`src/rtl/core/assert_macros.svh`:
```
// Assertion macros shared by the RTL files of the prefix-code emitter.
// Depends on nothing; files that check their own logic include it.
`ifndef ASSERT_MACROS_SVH
`define ASSERT_MACROS_SVH
`ifndef ASSERT_OFF
// Clocked property that is ignored while the reset is asserted.
`define ASSERT_RST(lbl, clk, rst_n, prop, msg) \
  lbl: assert property (@(posedge clk) disable iff (!(rst_n)) (prop)) else $error(msg);
// Clocked property that must hold at every edge, reset included.
`define ASSERT_ALWAYS(lbl, clk, prop, msg) \
  lbl: assert property (@(posedge clk) (prop)) else $error(msg);
`else
`define ASSERT_RST(lbl, clk, rst_n, prop, msg)
`define ASSERT_ALWAYS(lbl, clk, prop, msg)
`endif
`endif

```
`src/rtl/core/pces_pkg.sv`:
```
// Package of the prefix-code emitter: payload types, codes, constants
// and the controller/datapath command and status structs. No dependencies.
`default_nettype none

package pces_pkg;

  localparam int SymbolCount = 256;
  // Longest code length kept in the table; longer loads saturate to it.
  localparam int MaxCodeLen  = 16;
  // Five equal code bits in a row force a stuffed bit of the other value.
  localparam int RunLimit    = 5;

  localparam logic OpLoad   = 1'b0;
  localparam logic OpEncode = 1'b1;

  typedef struct packed {
    logic        op;
    logic [7:0]  symbol;
    logic [15:0] code_word;
    logic [4:0]  code_length;
    logic        start_of_message;
  } in_item_t;

  typedef struct packed {
    logic out_bit;
    logic last;
    logic no_code;
  } out_item_t;

  typedef struct packed {
    logic [15:0] word;
    logic [4:0]  len;
  } entry_t;

  typedef enum logic [1:0] {
    StIdle,
    StRead,
    StEmit
  } state_e;

  typedef struct packed {
    logic load;    // write the table entry of the transfer on the input
    logic lookup;  // read the table for the encode transfer on the input
    logic start;   // table data is ready: set up the bit sequencer
    logic emit;    // put the next result into the output register
  } cmd_t;

  typedef struct packed {
    logic slot_free;  // output register can take a result this cycle
    logic final_bit;  // the result that would be emitted now ends the symbol
  } status_t;

endpackage

`default_nettype wire

```
`src/rtl/core/pces_ctrl.sv`:
```
// Controller of the prefix-code emitter: sequences load, table read and
// bit emission. Depends on pces_pkg.
`default_nettype none

module pces_ctrl (
  input  wire logic              clk_i,
  input  wire logic              rst_ni,
  input  wire logic              in_valid_i,
  input  wire logic              in_op_i,
  output logic                   in_ready_o,
  input  wire pces_pkg::status_t status_i,
  output pces_pkg::cmd_t         cmd_o
);

  pces_pkg::state_e state_q, state_d;
  logic             accept;

  always_ff @(posedge clk_i or negedge rst_ni) begin
    if (!rst_ni) begin
      state_q <= pces_pkg::StIdle;
    end else begin
      state_q <= state_d;
    end
  end

  always_comb begin
    state_d    = state_q;
    in_ready_o = 1'b0;
    cmd_o      = '0;
    accept     = 1'b0;
    unique case (state_q)
      pces_pkg::StIdle: begin
        in_ready_o = 1'b1;
        accept     = in_valid_i;
        if (accept && (in_op_i == pces_pkg::OpLoad)) begin
          cmd_o.load = 1'b1;
        end
        if (accept && (in_op_i == pces_pkg::OpEncode)) begin
          cmd_o.lookup = 1'b1;
          state_d      = pces_pkg::StRead;
        end
      end
      pces_pkg::StRead: begin
        cmd_o.start = 1'b1;
        state_d     = pces_pkg::StEmit;
      end
      pces_pkg::StEmit: begin
        cmd_o.emit = status_i.slot_free;
        if (status_i.slot_free && status_i.final_bit) begin
          state_d = pces_pkg::StIdle;
        end
      end
      default: begin
        state_d = pces_pkg::StIdle;
      end
    endcase
  end

endmodule

`default_nettype wire

```
`config.mk`:
```
export PLATFORM = sky130hd
export DESIGN_NAME = pces_ctrl
export DESIGN_NICKNAME = d
export VERILOG_FILES = /design/src/rtl/core/assert_macros.svh /design/src/rtl/core/pces_pkg.sv /design/src/rtl/core/pces_ctrl.sv
export SDC_FILE = /design/constraint.sdc
export NUM_CORES = 1
export LEC_CHECK = 0
export BUFFER_PORTS_ARGS = -buffer_cell sky130_fd_sc_hd__buf_2
export CAP_MARGIN = 15
export CORE_AREA = 2 2 39 41
export CTS_CLUSTER_DIAMETER = 120
export DETAILED_ROUTE_END_ITERATION = 10
export DIE_AREA = 0 0 41 43
export SLEW_MARGIN = 30
export SYNTH_ARGS = -nofsm -noshare
export SYNTH_HDL_FRONTEND = slang
export SYNTH_SLANG_ARGS = --single-unit
export TNS_END_PERCENT = 10
```
`constraint.sdc`:
```
create_clock -name clk_i -period 1.6 [get_ports clk_i]
set_input_delay 0.08 -clock clk_i [delete_from_list [all_inputs] [get_ports clk_i]]
set_output_delay 0.08 -clock clk_i [all_outputs]
set_load 0.02 [all_outputs]
```
==> flow_metrics.env <==
export IMPL_clk_path_buf_depth=2
export IMPL_crit_chain="nor4b_1 > buf_2"
export IMPL_finalHoldViolCount=0
export IMPL_vias_per_cell=3.268
export IMPL_ir_drop_mv=0.1984
export IMPL_synth_warnings=0
export IMPL_hold_class="input port to flip-flop"
export IMPL_hold_buffers=1
export IMPL_critPathLaunchType="flip-flop"
export IMPL_syn_inst=11
export IMPL_num_rows=14
export IMPL_root_buffer="clkbuf_4"
export IMPL_grt_overflow=0
export IMPL_required_ns=1.52
export IMPL_p_leak_nw=0.1222
export IMPL_drive_above_1_share_pct=60.00
export IMPL_largest_reg_flops=2
export IMPL_yosysSeqAreaShare_pct=45.45
export IMPL_die_w_um=41
export IMPL_synth_seq_cells=2
export IMPL_via_count=134
export IMPL_final_util_pct=15.37
export IMPL_cts_clk_slew_worst_paths_ns=0.03
export IMPL_drv_cap=0
export IMPL_clk_latency_ns=0.22
export IMPL_regMostFlops="state_q"
export IMPL_routabilityCongestion=0.4653
export IMPL_final_cell_mix="buf_2 (10), clkbuf_4 (3), and3_1 (2), dfrtp_1 (2)"
export IMPL_htree_levels=1
export IMPL_period_share_pct=74.29
export IMPL_top_regs="state_q: 2 flops"
export IMPL_core_um2=1384
export IMPL_postCtsSetupRepairBufs=0
export IMPL_synth_top_cells_by_area="dfrtp_1 (45%), and3_1 (11%), nor2b_2 (8.0%)"
export IMPL_nets=33
export IMPL_track_usage_pct=5.422
export IMPL_synth_top_area_cell="dfrtp_1"
export IMPL_initial_utilization_pct=7.957
export IMPL_grt_max_degree=5
export IMPL_mostFrequentLayoutCell="buf_2"
export IMPL_synth_top_cell_area_share_pct=45.45
export IMPL_drtIter0Drc=3
export IMPL_die_h_um=43
export IMPL_first_pass_iters=2
export IMPL_critPathMaxStageDelay_ns=0.40
export IMPL_crit_type="flip-flop to output pin"
export IMPL_grt_pass1_wl_um=469
export IMPL_dp_cells=37
export IMPL_syn_nets=17
export IMPL_fin_crit_ns=1.189
export IMPL_wl_per_cell_um=6.756
export IMPL_layout_cells_non_filler=41
export IMPL_finClkSkew_ns=0.0001145
export IMPL_powerDensity_nw_per_um2=1367
export IMPL_antenna_cells=0
export IMPL_setup_viol=0
export IMPL_cts_made_buffers=3
export IMPL_slew_headroom_pct=85.59
export IMPL_io_pins=11
export IMPL_tns_ns=0
export IMPL_grt_pass1_vias=103
export IMPL_max_freq_mhz=841.3
export IMPL_critPathCaptureType="output pin"
export IMPL_whs_ns=0.1387
export IMPL_cp_data_arrival_time_ns=1.11
export IMPL_rsz0062_at_grt="false"
export IMPL_die_area_um2=1763
export IMPL_r2r_slack_ns=0.77
export IMPL_antenna_found_initial=0
export IMPL_drt_total_wl_um=277
export IMPL_ys_types=9
export IMPL_critPathMaxFanout=4
export IMPL_ctsResizeCount=0
export IMPL_crit_slowest_cell="dfrtp_1"
export IMPL_status="completed"
export IMPL_worst_pin_slew_ns=0.2131
export IMPL_cts_sinks=2
export IMPL_area_delta_synth_final_pct=93.18
export IMPL_cts_tree="done"
export IMPL_drcViolationCount=0
export IMPL_ant_nets=0
export IMPL_io_buffers=10
export IMPL_post_synth_cell_area_avg_um2=10.01
export IMPL_netlist_area_um2=110.1
export IMPL_slew_violations=0
==> synthesized netlist by cell type <==
cell type  count
nor2_2         1
nor2b_2        1
dfrtp_1        2
nand2_1        1
a21o_1         1
nor4b_1        1
nor2b_1        1
and3_1         2
and2_1         1
==> metrics by stage <==
| stage | cell area, um^2 | worst slack (ns) | power [mW] |
|---|---|---|---|
| 2_1_floorplan | 110.1 | 0.3285 | 0.1446 |
| 3_3_place_gp | 180.2 | 0.6326 | 0.1798 |
| 3_5_place_dp | 180.2 | 0.6269 | 0.1812 |
| 4_1_cts | 212.7 | 0.3745 | 0.3023 |
| 5_1_grt | 212.7 | 0.3164 | 0.3292 |
| 6_report | 212.7 | 0.4113 | 0.2907 |
==> final cells by class <==
type | count | area [um^2]
Fill cell | 158 | 1171
Multi-Input combinational cell | 9 | 60.06
Timing Repair Buffer | 11 | 60.06
Sequential cell | 2 | 50.05
Clock buffer | 3 | 22.52
Tap cell | 16 | 20.02
==> power by group <==
group	total (mW)	internal [mW]	switching [mW]	leakage [nW]
clock network	0.111	0.0827	0.0280	0.0138
registers	0.0761	0.0629	0.0132	0.0261
logic	0.104	0.0455	0.0586	0.0823
total	0.291	0.191	0.0997	0.122
==> critical path, delay by kind of cell (launching register included) <==
family        cells  cell delay (ns)
simple gates      1             0.28
buf+inv           1             0.21
flops             1             0.40
==> final timing paths <==
check,start,endpoint,depth (start not counted)
worst max register to register,state_q[0],state_q[1],2
worst min register to register,state_q[1],state_q[1],2
worst max-delay path,state_q[1],cmd_o[3],2
min in group asynchronous,rst_ni,state_q[1],2
worst min-delay path,in_op_i,state_q[0],2
max in group asynchronous,rst_ni,state_q[0],2
==> logic make-up (layout without fill, tap and decap cells) <==
group	after synthesis	in the layout	share of synthesized area (%)
and+or+nand+nor	8	8	47.74
AOI/OAI and AO/OA	1	1	6.821
DFF	2	2	45.46
buffers and inverters	0	14	0
==> routing by layer <==
| layer | up-vias | part of all wire (%) | global-route usage, % |
|---|---|---|---|
| met4 | 0 | 0 | 8.000 |
| met3 | 0 | 15 | 7.853 |
| li1 | 68 | - | - |
| met2 | 7 | 45 | 4.375 |
| met1 | 59 | 39 | 4.180 |
| met5 | - | 0 | 0 |
Power figures use the tool's default switching activity.
